--- src/rtl/core/sector_remap_read_splitter_core_macros.svh ---
// assertion macros shared by the read splitter rtl
`ifndef SECTOR_REMAP_READ_SPLITTER_CORE_MACROS_SVH
`define SECTOR_REMAP_READ_SPLITTER_CORE_MACROS_SVH

// consequent must hold in the same cycle as the antecedent
`define SRRS_ASSERT_NOW(lbl, clk, rstn, ante, cons, msg) \
    lbl: assert property (@(posedge clk) disable iff (!(rstn)) (ante) |-> (cons)) \
        else $error(msg);

// consequent must hold in the cycle after the antecedent
`define SRRS_ASSERT_NEXT(lbl, clk, rstn, ante, cons, msg) \
    lbl: assert property (@(posedge clk) disable iff (!(rstn)) (ante) |=> (cons)) \
        else $error(msg);

`endif

--- src/rtl/core/srrs_pkg.sv ---
// types, constants and codes shared by the read splitter modules
`default_nettype none

package srrs_pkg;

    localparam int POS_W     = 40;
    localparam int LEN_W     = 32;
    localparam int SS_W      = 28;
    localparam int IMG_W     = 41;
    localparam int BASE_W    = 40;
    localparam int OFF_W     = 45;
    localparam int IDX_W     = 16;
    localparam int VAL_W     = 16;
    localparam int CFG_W     = 41;
    localparam int CFG_IDX_W = 2;
    localparam int BW_W      = 41;
    localparam int PROD_W    = 44;

    localparam int DEF_TABLE_DEPTH  = 65536;
    localparam int DEF_MAX_SEGMENTS = 64;

    localparam int JOB_DEPTH  = 4;
    localparam int JOB_PTR_W  = 2;
    localparam int JOB_CNT_W  = 3;

    localparam int DIV_CNT_W = 6;

    localparam logic [SS_W-1:0] MIN_SECTOR = 28'd256;
    localparam logic [SS_W-1:0] RST_SECTOR = 28'd32768;

    localparam logic CMD_LOAD = 1'b0;
    localparam logic CMD_READ = 1'b1;

    localparam logic [1:0] STATUS_OK     = 2'd0;
    localparam logic [1:0] STATUS_CUT    = 2'd1;
    localparam logic [1:0] STATUS_BEYOND = 2'd2;

    typedef enum logic [CFG_IDX_W-1:0] {
        CFG_MODE      = 2'd0,
        CFG_SEC_BYTES = 2'd1,
        CFG_IMAGE_SIZE = 2'd2,
        CFG_BASE      = 2'd3
    } t_cfg_idx;

    typedef struct packed {
        logic              cmd;
        logic [IDX_W-1:0]  entry_index;
        logic [VAL_W-1:0]  entry_value;
        logic [POS_W-1:0]  read_offset;
        logic [LEN_W-1:0]  read_length;
    } t_in_item;

    typedef struct packed {
        logic [OFF_W-1:0]  seg_offset;
        logic [LEN_W-1:0]  seg_length;
        logic              last;
        logic [1:0]        status;
    } t_out_item;

    typedef struct packed {
        logic              mode;
        logic [SS_W-1:0]   sec_bytes;
        logic [IMG_W-1:0]  image_size;
        logic [BASE_W-1:0] base;
    } t_cfg;

    typedef enum logic [1:0] {
        JOB_LOAD,
        JOB_EMPTY,
        JOB_PASS,
        JOB_SPLIT
    } t_job_kind;

    typedef struct packed {
        t_job_kind         kind;
        logic [IDX_W-1:0]  index;
        logic [VAL_W-1:0]  value;
        logic [POS_W-1:0]  pos;
        logic [LEN_W-1:0]  len;
    } t_job;

    typedef enum logic [2:0] {
        BK_IDLE,
        BK_DIV,
        BK_CHECK,
        BK_MUL,
        BK_EMIT,
        BK_BEYOND
    } t_back_state;

endpackage

`default_nettype wire

--- src/rtl/core/srrs_front.sv ---
// front end: takes items, clips reads to the image and classifies them into jobs
`default_nettype none

module srrs_front #(
    parameter int TABLE_DEPTH = srrs_pkg::DEF_TABLE_DEPTH
) (
    input  wire srrs_pkg::t_in_item i_item,
    input  wire logic               i_push,
    output logic                    o_full,
    input  wire srrs_pkg::t_cfg     i_cfg,
    input  wire logic               i_job_full,
    output logic                    o_job_push,
    output srrs_pkg::t_job          o_job
);

    logic [srrs_pkg::IMG_W-1:0] pos_ext;
    logic [srrs_pkg::IMG_W-1:0] avail;
    logic                       past_end;
    logic [srrs_pkg::LEN_W-1:0] clip_len;
    logic                       load_ok;

    always_comb begin
        pos_ext  = {1'b0, i_item.read_offset};
        past_end = pos_ext >= i_cfg.image_size;
        avail    = i_cfg.image_size - pos_ext;
        if (avail < srrs_pkg::IMG_W'(i_item.read_length)) begin
            clip_len = avail[srrs_pkg::LEN_W-1:0];
        end else begin
            clip_len = i_item.read_length;
        end
        // loads beyond the table are dropped here and never queued
        load_ok = 32'(i_item.entry_index) < 32'(TABLE_DEPTH);
    end

    always_comb begin
        o_job.index = i_item.entry_index;
        o_job.value = i_item.entry_value;
        o_job.pos   = i_item.read_offset;
        o_job.len   = clip_len;
        priority if (i_item.cmd == srrs_pkg::CMD_LOAD) begin
            o_job.kind = srrs_pkg::JOB_LOAD;
        end else if (past_end || (clip_len == '0)) begin
            o_job.kind = srrs_pkg::JOB_EMPTY;
        end else if (!i_cfg.mode) begin
            o_job.kind = srrs_pkg::JOB_PASS;
        end else begin
            o_job.kind = srrs_pkg::JOB_SPLIT;
        end
    end

    assign o_full     = i_job_full;
    assign o_job_push = i_push && !i_job_full
                        && ((i_item.cmd == srrs_pkg::CMD_READ) || load_ok);

endmodule

`default_nettype wire

--- config.mk ---
export PLATFORM = sky130hd
export DESIGN_NAME = srrs_front
export DESIGN_NICKNAME = d
export VERILOG_FILES = /design/src/rtl/core/sector_remap_read_splitter_core_macros.svh /design/src/rtl/core/srrs_pkg.sv /design/src/rtl/core/srrs_front.sv
export SDC_FILE = /design/constraint.sdc
export NUM_CORES = 1
export LEC_CHECK = 0
export BUFFER_PORTS_ARGS = -buffer_cell sky130_fd_sc_hd__buf_2
export CELL_PAD_IN_SITES_DETAIL_PLACEMENT = 1
export CELL_PAD_IN_SITES_GLOBAL_PLACEMENT = 1
export CORE_MARGIN = 2
export CORE_UTILIZATION = 32
export DETAILED_ROUTE_END_ITERATION = 16
export GPL_TIMING_DRIVEN = 1
export PLACE_DENSITY_LB_ADDON = 0.12
export SLEW_MARGIN = 20
export SYNTH_ARGS = -nofsm -noshare
export SYNTH_HDL_FRONTEND = slang
export SYNTH_SLANG_ARGS = --single-unit
export TNS_END_PERCENT = 50
--- constraint.sdc ---
create_clock -name vclk -period 6.7
set_clock_uncertainty 0.2 [all_clocks]
set_input_delay 0 -clock vclk [all_inputs]
set_output_delay 0 -clock vclk [all_outputs]
set_load 0.03 [all_outputs]
==> impl_metrics.csv <==
group,metric,value,unit
finish,seq_cells,0,
sta,slew_headroom,47.1,%
place,dp_cells,1055,
power_and_ir_drop,powerDensity,112,nW/um2
route,drt_iter0_drc,213,
sta,period_minus_slack,5.50,ns
route,ant_nets,0,
logic_synthesis,synth_nets,1040,
sta,timing.final.ws_setup,1.20,ns
sta,final-max-slew-violation-count,0,
route,routed-via-count,5910,
logic_synthesis,synthDistinctLibCells,82,
hold_path,hold_path_end,"o_job[57]",
place,port-buffer-count,193,
logic_synthesis,syn_inst,751,
finish,nets,1167,
finish,clock_buffers,0,
logic_synthesis,synth_top_cells_by_count,"82 x inv_1, 74 x buf_4, 71 x ha_1",
floorplanning,die_h,130,um
route,dr.pass1.iters,4,
run,cap_violations,0,
grt,track_usage,21.9,%
grt,grt_pass1_wl,30100,um
route,routedWlPerCell,17.8,um
outcome,run_status,"finished clean",
logic_synthesis,syn-cell-area,5040,um2
floorplanning,start_util,32.9,%
sta,fmax,0.182,GHz
logic_synthesis,avgSynthCellArea,6.71,um2
floorplanning,die_area,16800,um2
finish,synthToLayoutAreaGrowth,16.8,%
critical_path,startpoint,"i_item[37]",
finish,antenna_cells,0,
sta,fin_tns_setup,0,ns
finish,multi_input_area,4000,um2
finish,finalNonFillerCells,1087,
floorplanning,ios,325,
route,wirelength,19300,um
place,post-dp-hpwl,16600,um
logic_synthesis,ys_seq_area_share,0,%
critical_path,start_kind,"primary input",
place,placed_cell_area,5570,um2
floorplanning,core,15300,um2
sta,worst_pin_slew,0.785,ns
route,viasPerCell,5.44,
grt,grt_max_degree,35,
clock_network,cts_hold_buf,32,
finish,drive_gt1_share,26.0,%
logic_synthesis,synth-warning-count,0,
critical_path,cp.arrival,5.30,ns
sta,hold_slack,0.0658,ns
critical_path,cp_max_fo,34,
finish,fin_util,38.4,%
logic_synthesis,synth.area.top_cells,"ha_1 18%, buf_4 11%, inv_1 6.1%, o21ai_0 5.8%, a21oi_1 5.3%",
critical_path,cp.required,6.50,ns
sta,hold_viol_final,0,
logic_synthesis,yosysMostFrequentCell,"inv_1",
grt,grt_overflow,0,
sta,setup_viol,0,
place,dpl_worst_slack,1.19,ns
floorplanning,die_w,130,um
grt,first_global_vias,5907,
sta,rsz0062_at_grt,"no",
logic_synthesis,synth.top_cell.area_share,17.6,%
power_and_ir_drop,ir_drop,36.6,uV
route,drc_errors,0,
hold_path,holdPathStages,2,
finish,fin_area,5890,um2
floorplanning,placementRows,45,
power_and_ir_drop,p_leak,2.94,nW
hold_path,hold_path.class,"in -> out",
clock_network,ctsResizeCount,0,
finish,regArea,0,um2
grt,antenna_found_initial,0,
critical_path,worstSetupPathType,"in -> out",
finish,nFillCells,2025,
logic_synthesis,synth_top_area_cell,"ha_1",
sta,period_share,82.1,%
power_and_ir_drop,fin_total_pwr,0.660,mW
place,place_congestion,0.861,
clock_network,postCtsSetupBuffers,0,
critical_path,critPathCaptureType,"output pin",
hold_path,min_from,"i_item[57]",
layout by cell type (no fill, tap or decap), types with 6 or more instances in the layout:
cell type / synthesis / routed
a211oi_1: 7 / 7
a21o_1: 17 / 17
a21oi_1: 53 / 53
a21oi_2: 6 / 6
and2_1: 9 / 9
and3_1: 12 / 12
buf_2: 9 / 193
dlygate4sd3_1: 0 / 32
ha_1: 71 / 71
inv_1: 82 / 82
nand2_1: 61 / 61
nand3_1: 45 / 45
nand4_1: 15 / 15
nor2_1: 31 / 31
nor2b_1: 6 / 6
nor3_1: 13 / 13
nor4_1: 11 / 11
o2111ai_1: 7 / 7
o21a_1: 6 / 6
o21ai_0: 58 / 58
o21bai_1: 6 / 6
or3_1: 6 / 6
xnor2_1: 9 / 9
xor2_1: 14 / 14
routing by layer:
metal	track usage (%)	share of wire (%)
met1	30.9	48
met2	39.1	47
met3	0.330	4.1
met4	1.58	0.68
met5	0	0
worst max-delay path, stage by stage:
cell and delay [ns]:
buf_2 0.08, inv_1 0.04, ha_1 0.50, a21oi_1 0.16
and2_1 0.21, a2111oi_4 0.37, o31a_4 0.21, o21ai_0 0.16
o311ai_0 0.69, inv_1 0.18, ha_1 0.33, nand4_1 0.13
nor3_1 0.08, a211oi_1 0.20, a31oi_1 0.15, nor2_1 0.12
o2111ai_1 0.16, a311o_1 0.35, and4b_1 0.24, buf_4 0.35
nand3_1 0.12, o21ai_0 0.18, buf_2 0.28
where the power goes:
group / internal, mW / switching, mW / total (mW) / leakage, nW
Clock: 0 / 0 / 0 / 0
Sequential: 0 / 0 / 0 / 0
Combinational: 0.233 / 0.427 / 0.660 / 2.94
how the worst max path moves through the flow:
stage	depth (start not counted)	end	slack, ns
2_1_floorplan	23	o_job[105]	2.10
3_3_place_gp	23	o_job[23]	1.21
3_5_place_dp	23	o_job[24]	1.19
4_1_cts	23	o_job[24]	1.18
5_1_grt	23	o_job[22]	0.72
6_report	23	o_job[24]	1.20
layout make-up:
class,instances,area share (%)
Timing Repair Buffer,229,22.4
Tap cell,211,4.48
Multi-Input combinational cell,565,67.9
Inverter,82,5.23
cells by family (layout without fill, tap and decap cells):
logic type / Yosys count / after routing / share of synthesized area (%)
AOI/OAI and AO/OA: 228 / 228 / 31.4
xor gates and xnor gates: 23 / 23 / 4.00
adders and majority gates: 72 / 72 / 18.0
buffers and inverters: 186 / 311 / 20.8
muxes: 3 / 3 / 0.596
and+or+nand+nor: 239 / 239 / 25.1
Power figures use the tool's default switching activity.
