--- src/rtl/core/sector_remap_read_splitter_core_macros.svh ---
// assertion macros shared by the read splitter rtl
`ifndef SECTOR_REMAP_READ_SPLITTER_CORE_MACROS_SVH
`define SECTOR_REMAP_READ_SPLITTER_CORE_MACROS_SVH

// consequent must hold in the same cycle as the antecedent
`define SRRS_ASSERT_NOW(lbl, clk, rstn, ante, cons, msg) \
    lbl: assert property (@(posedge clk) disable iff (!(rstn)) (ante) |-> (cons)) \
        else $error(msg);

// consequent must hold in the cycle after the antecedent
`define SRRS_ASSERT_NEXT(lbl, clk, rstn, ante, cons, msg) \
    lbl: assert property (@(posedge clk) disable iff (!(rstn)) (ante) |=> (cons)) \
        else $error(msg);

`endif

--- src/rtl/core/srrs_pkg.sv ---
// types, constants and codes shared by the read splitter modules
`default_nettype none

package srrs_pkg;

    localparam int POS_W     = 40;
    localparam int LEN_W     = 32;
    localparam int SS_W      = 28;
    localparam int IMG_W     = 41;
    localparam int BASE_W    = 40;
    localparam int OFF_W     = 45;
    localparam int IDX_W     = 16;
    localparam int VAL_W     = 16;
    localparam int CFG_W     = 41;
    localparam int CFG_IDX_W = 2;
    localparam int BW_W      = 41;
    localparam int PROD_W    = 44;

    localparam int DEF_TABLE_DEPTH  = 65536;
    localparam int DEF_MAX_SEGMENTS = 64;

    localparam int JOB_DEPTH  = 4;
    localparam int JOB_PTR_W  = 2;
    localparam int JOB_CNT_W  = 3;

    localparam int DIV_CNT_W = 6;

    localparam logic [SS_W-1:0] MIN_SECTOR = 28'd256;
    localparam logic [SS_W-1:0] RST_SECTOR = 28'd32768;

    localparam logic CMD_LOAD = 1'b0;
    localparam logic CMD_READ = 1'b1;

    localparam logic [1:0] STATUS_OK     = 2'd0;
    localparam logic [1:0] STATUS_CUT    = 2'd1;
    localparam logic [1:0] STATUS_BEYOND = 2'd2;

    typedef enum logic [CFG_IDX_W-1:0] {
        CFG_MODE      = 2'd0,
        CFG_SEC_BYTES = 2'd1,
        CFG_IMAGE_SIZE = 2'd2,
        CFG_BASE      = 2'd3
    } t_cfg_idx;

    typedef struct packed {
        logic              cmd;
        logic [IDX_W-1:0]  entry_index;
        logic [VAL_W-1:0]  entry_value;
        logic [POS_W-1:0]  read_offset;
        logic [LEN_W-1:0]  read_length;
    } t_in_item;

    typedef struct packed {
        logic [OFF_W-1:0]  seg_offset;
        logic [LEN_W-1:0]  seg_length;
        logic              last;
        logic [1:0]        status;
    } t_out_item;

    typedef struct packed {
        logic              mode;
        logic [SS_W-1:0]   sec_bytes;
        logic [IMG_W-1:0]  image_size;
        logic [BASE_W-1:0] base;
    } t_cfg;

    typedef enum logic [1:0] {
        JOB_LOAD,
        JOB_EMPTY,
        JOB_PASS,
        JOB_SPLIT
    } t_job_kind;

    typedef struct packed {
        t_job_kind         kind;
        logic [IDX_W-1:0]  index;
        logic [VAL_W-1:0]  value;
        logic [POS_W-1:0]  pos;
        logic [LEN_W-1:0]  len;
    } t_job;

    typedef enum logic [2:0] {
        BK_IDLE,
        BK_DIV,
        BK_CHECK,
        BK_MUL,
        BK_EMIT,
        BK_BEYOND
    } t_back_state;

endpackage

`default_nettype wire

--- src/rtl/core/srrs_job_fifo.sv ---
// short job queue between the front end and the back end
`default_nettype none

module srrs_job_fifo (
    input  wire logic            i_clk,
    input  wire logic            i_rst_n,
    input  wire logic            i_push,
    input  wire srrs_pkg::t_job  i_job,
    output logic                 o_full,
    input  wire logic            i_pop,
    output srrs_pkg::t_job       o_head,
    output logic                 o_empty
);

    srrs_pkg::t_job                  r_mem [srrs_pkg::JOB_DEPTH];
    logic [srrs_pkg::JOB_PTR_W-1:0]  r_wptr;
    logic [srrs_pkg::JOB_PTR_W-1:0]  r_rptr;
    logic [srrs_pkg::JOB_CNT_W-1:0]  r_count;
    logic                            do_push;
    logic                            do_pop;

    assign o_full  = r_count == srrs_pkg::JOB_CNT_W'(srrs_pkg::JOB_DEPTH);
    assign o_empty = r_count == '0;
    assign o_head  = r_mem[r_rptr];
    assign do_push = i_push && !o_full;
    assign do_pop  = i_pop && !o_empty;

    always_ff @(posedge i_clk) begin
        if (!i_rst_n) begin
            r_wptr  <= '0;
            r_rptr  <= '0;
            r_count <= '0;
        end else begin
            if (do_push) begin
                r_wptr <= r_wptr + 1'b1;
            end
            if (do_pop) begin
                r_rptr <= r_rptr + 1'b1;
            end
            unique case ({do_push, do_pop})
                2'b10:   r_count <= r_count + 1'b1;
                2'b01:   r_count <= r_count - 1'b1;
                default: r_count <= r_count;
            endcase
        end
    end

    always_ff @(posedge i_clk) begin
        if (do_push) begin
            r_mem[r_wptr] <= i_job;
        end
    end

endmodule

`default_nettype wire

--- config.mk ---
export PLATFORM = sky130hd
export DESIGN_NAME = srrs_job_fifo
export DESIGN_NICKNAME = d
export VERILOG_FILES = /design/src/rtl/core/sector_remap_read_splitter_core_macros.svh /design/src/rtl/core/srrs_pkg.sv /design/src/rtl/core/srrs_job_fifo.sv
export SDC_FILE = /design/constraint.sdc
export NUM_CORES = 1
export LEC_CHECK = 0
export ABC_AREA = 1
export BUFFER_PORTS_ARGS = -buffer_cell sky130_fd_sc_hd__buf_2
export CAP_MARGIN = 25
export CELL_PAD_IN_SITES_DETAIL_PLACEMENT = 0
export CELL_PAD_IN_SITES_GLOBAL_PLACEMENT = 1
export CORE_ASPECT_RATIO = 0.75
export CORE_UTILIZATION = 35
export DETAILED_ROUTE_END_ITERATION = 16
export GPL_TIMING_DRIVEN = 0
export PLACE_DENSITY = 0.68
export SLEW_MARGIN = 30
export SYNTH_ARGS = -nofsm -noshare
export SYNTH_HDL_FRONTEND = slang
export SYNTH_SLANG_ARGS = --single-unit
--- constraint.sdc ---
create_clock -name i_clk -period 7.3 [get_ports i_clk]
set_input_delay 0 -clock i_clk [delete_from_list [all_inputs] [get_ports i_clk]]
set_output_delay 0 -clock i_clk [all_outputs]
set_load 0.01 [all_outputs]
==> qor.tcl <==
set qor(status) {finished, final reports clean}
set qor(largest_fanout_on_the_critical_path) 10
set qor(grt_pass1_vias) 10400
set qor(die-area_um2) 47100
set qor(cts_buffer_depth) 3
set qor(place.detailed.hpwl_um) 25500
set qor(yosys_top_cell_area_share_pct) 78.7
set qor(num_vias) 10300
set qor(initial_core_utilization_pct) 35.9
set qor(clock_slew_at_reported_path_ffs_ns) 0.06
set qor(critical-path-max-stage-delay_ns) 0.50
set qor(cts_root_buffer) {sky130_fd_sc_hd__clkbuf_16}
set qor(r2r_start) {r_count[1]$_SDFFE_PN0P_}
set qor(row_count) 67
set qor(syn-instance-count) 1094
set qor(layout_nets) 1607
set qor(hold_viol_final) 0
set qor(global_route_wire_length_before_repair_um) 61200
set qor(holdCritPathClass) {in -> reg}
set qor(detail_route.drc_violations) 0
set qor(final_worst_path_cycle_share_pct) 36.4
set qor(ff_latch_area_um2) 12900
set qor(worstSetupStartpointType) {register}
set qor(p_per_area_nw_per_um2) 325
set qor(routed_wirelength_um) 40400
set qor(drt-vias-per-instance) 4.91
set qor(postSynthRegisterBits) 433
set qor(worst_ep_required_time_ns) 7.30
set qor(final.fill_count) 4000
set qor(globalRouteOverflowTotal) 0
set qor(report.final.slew_viol_count) 0
set qor(postPlaceCellArea_um2) 18700
set qor(multi_input_comb_area_um2) 2790
set qor(core_area_um2) 45100
set qor(die_height_um) 188
set qor(setup.reg_to_reg.worst_slack_ns) 4.88
set qor(fin_worst_hold_slack_ns) 0.204
set qor(num_io_pins) 218
set qor(tritoncts_num_sinks) 433
set qor(ys.warnings.count) 0
set qor(relSlewSlack_pct) 59.3
set qor(clock_latency_ns) 0.54
set qor(synthesis.nets) 1210
set qor(worst_setup_path_endpoint) {o_head[68]}
set qor(vdd_drop_max_v) 0.000171
set qor(tritoncts) {done}
set qor(arrival_ns) 2.66
set qor(area_growth_syn_to_layout_pct) 30.7
set qor(cp_cell_sequence) {inv_2 -> buf_6 -> clkbuf_1 -> o21ai_1 -> o22ai_1 -> buf_2}
set qor(post_route_minimum_period_ns) 2.66
set qor(synthesis.area_um2) 16200
set qor(path_class) {reg -> out}
set qor(crit_path_top_delay_cell) {sky130_fd_sc_hd__dfxtp_1}
set qor(grt_use_total_pct) 17.1
set qor(setup-violations-final) 0
set qor(drive_above_1_share_pct) 23.1
set qor(port_buffers) 217
set qor(detailedRoute.firstIterationViolations) 716
set qor(dp_worst_setup_slack_ns) 4.85
set qor(worst_setup_margin_ns) 4.64
set qor(cts.repair.resized) 0
set qor(r2r_end) {r_mem[1][56]$_DFFE_PP_}
set qor(worstSetupEndpointType) {output pin}
set qor(synth.lib_cells_used.distinct) 19
set qor(final_area_um2) 21100
set qor(cts_inserted_buffers) 43
set qor(antenna_diode_count) 0
set qor(avgRoutedWirePerCell_um) 19.1
set qor(grt_antenna_before_repair) 1
set qor(largest_net_degree_at_the_start_of_global_routing) 20
set qor(path_depth) 6
set qor(place_congestion) 0.752
set qor(yosys-top-cells-area) {sky130_fd_sc_hd__edfxtp_1 79%, sky130_fd_sc_hd__nor2_1 5.2%, sky130_fd_sc_hd__o21ai_0 4.1%}
set qor(tightestPinTransition_ns) 0.609
set qor(cpLargestDelayFamily) {buffers and inverters}
set qor(synth-seq-area-share_pct) 79.8
set qor(final.setup_skew_ns) 0.0143
set qor(antenna_violating_nets_post_route) 0
set qor(reg2reg_depth) 8
set qor(cts_max_level) 2
set qor(grt_setup_unrepaired) {no}
set qor(netlist.top_cell.by_area) {sky130_fd_sc_hd__edfxtp_1}
set qor(die_width_um) 250
set qor(avgSynthCellArea_um2) 14.8
set qor(detailedRoute.firstPassIterationCount) 5
set qor(leakage_nw) 7.50
set qor(worstPathBufferInverterCount) 4
set qor(fmax_mhz) 376
set qor(timing.max_cap.violations) 0
## worst register-to-register path, delay by kind of cell, from the launching register on
family	cells	cell delay [ns]
buf+inv	4	0.79
flops	1	0.35
simple gates	4	0.99
## repair_timing
action / in CTS / in global routing
buffers inserted: 0 / 0
hold endpoints to repair: 433 / 0
hold buffers: 109 / 0
## stage by stage
stage          setup TNS, ns  instances  utilization (%)  total power, mW
3_5_place_dp               0       1923             41.5             4.81
4_1_cts                    0       2108             46.9             6.95
6_report                   0       2108             46.9             6.86
2_1_floorplan              0       1094                -             4.00
3_3_place_gp         -973.58       1897             39.9             4.76
5_1_grt                    0       2108             46.9             7.19
## cells in the mapped netlist
master and n:
sky130_fd_sc_hd__edfxtp_1 424, sky130_fd_sc_hd__nand3_1 5, sky130_fd_sc_hd__clkbuf_1 23, sky130_fd_sc_hd__dfxtp_1 9, sky130_fd_sc_hd__o21ai_1 81, sky130_fd_sc_hd__ha_1 5
sky130_fd_sc_hd__nor2_1 222, sky130_fd_sc_hd__buf_2 14, sky130_fd_sc_hd__buf_4 11, sky130_fd_sc_hd__o22ai_1 106, sky130_fd_sc_hd__clkbuf_2 5, sky130_fd_sc_hd__a21oi_1 5
sky130_fd_sc_hd__inv_2 1, sky130_fd_sc_hd__buf_6 15, sky130_fd_sc_hd__fa_1 1, sky130_fd_sc_hd__nand2_1 15, sky130_fd_sc_hd__inv_4 1, sky130_fd_sc_hd__inv_1 18
sky130_fd_sc_hd__o21ai_0 133
## power breakdown
| group | switching [mW] | leakage, nW | internal, mW |
|---|---|---|---|
| Combinational | 1.12 | 2.90 | 0.652 |
| Clock | 0.894 | 0.633 | 1.19 |
| Sequential | 0.0522 | 3.96 | 2.95 |
## placed cells by master, fill, tap and decap left out
cell type / n
sky130_fd_sc_hd__a21oi_1: 5
sky130_fd_sc_hd__buf_16: 25
sky130_fd_sc_hd__buf_2: 231
sky130_fd_sc_hd__buf_4: 11
sky130_fd_sc_hd__buf_6: 15
sky130_fd_sc_hd__buf_8: 1
sky130_fd_sc_hd__bufinv_16: 2
sky130_fd_sc_hd__clkbuf_1: 30
sky130_fd_sc_hd__clkbuf_16: 45
sky130_fd_sc_hd__clkbuf_2: 5
sky130_fd_sc_hd__clkinv_1: 11
sky130_fd_sc_hd__clkinv_2: 6
sky130_fd_sc_hd__clkinvlp_4: 5
sky130_fd_sc_hd__dfxtp_1: 9
sky130_fd_sc_hd__dlygate4sd3_1: 109
sky130_fd_sc_hd__edfxtp_1: 424
sky130_fd_sc_hd__fa_1: 1
sky130_fd_sc_hd__ha_1: 5
sky130_fd_sc_hd__inv_1: 18
sky130_fd_sc_hd__inv_2: 1
sky130_fd_sc_hd__inv_4: 1
sky130_fd_sc_hd__nand2_1: 15
sky130_fd_sc_hd__nand3_1: 5
sky130_fd_sc_hd__nor2_1: 218
sky130_fd_sc_hd__nor2_4: 4
sky130_fd_sc_hd__o21ai_0: 133
sky130_fd_sc_hd__o21ai_1: 81
sky130_fd_sc_hd__o22ai_1: 106
## worst min path at each step
stage / from / end / slack [ns] / depth (start not counted)
2_1_floorplan: i_job[0] / r_mem[0][0]$_DFFE_PP_ / 0.1 / 0
3_3_place_gp: i_job[62] / r_mem[3][62]$_DFFE_PP_ / 0.21 / 1
3_5_place_dp: i_job[84] / r_mem[0][84]$_DFFE_PP_ / 0.22 / 1
4_1_cts: i_job[84] / r_mem[0][84]$_DFFE_PP_ / 0.16 / 2
5_1_grt: i_job[73] / r_mem[0][73]$_DFFE_PP_ / 0.18 / 2
6_report: i_job[24] / r_mem[3][24]$_DFFE_PP_ / 0.20 / 2
## cells by family after synthesis
logic type | count (synthesis) | share of synthesized area, %
and+or+nand+nor | 242 | 5.65
AOI/OAI and AO/OA | 325 | 10.9
DFF | 433 | 79.8
buffers and inverters | 88 | 3.16
adders and majority gates | 6 | 0.510
## layer usage
| layer | GRT usage [%] | up-vias | wire (µm) |
|---|---|---|---|
| li1 | - | 4927 | - |
| met2 | 28.4 | 299 | 19300 |
| met1 | 23.0 | 5048 | 18100 |
| met4 | 4.58 | 2 | 707 |
| met5 | 0 | - | 8 |
| met3 | 3.25 | 66 | 2270 |
## state kept, by name, summed over array words and instances, names as in the netlist, named ones only
name,count
r_count,3
r_mem,424
r_rptr,2
r_wptr,2
## layout make-up
class	count	share of cell area, %
clock inverter	24	0.799
multi-input combinational	573	13.2
inverter	20	0.367
tap	586	3.47
buffer	68	2.05
clock buffer	52	5.45
timing repair buffer	352	13.6
sequential	433	61.1
No activity file was read; power rests on OpenSTA's default activity.
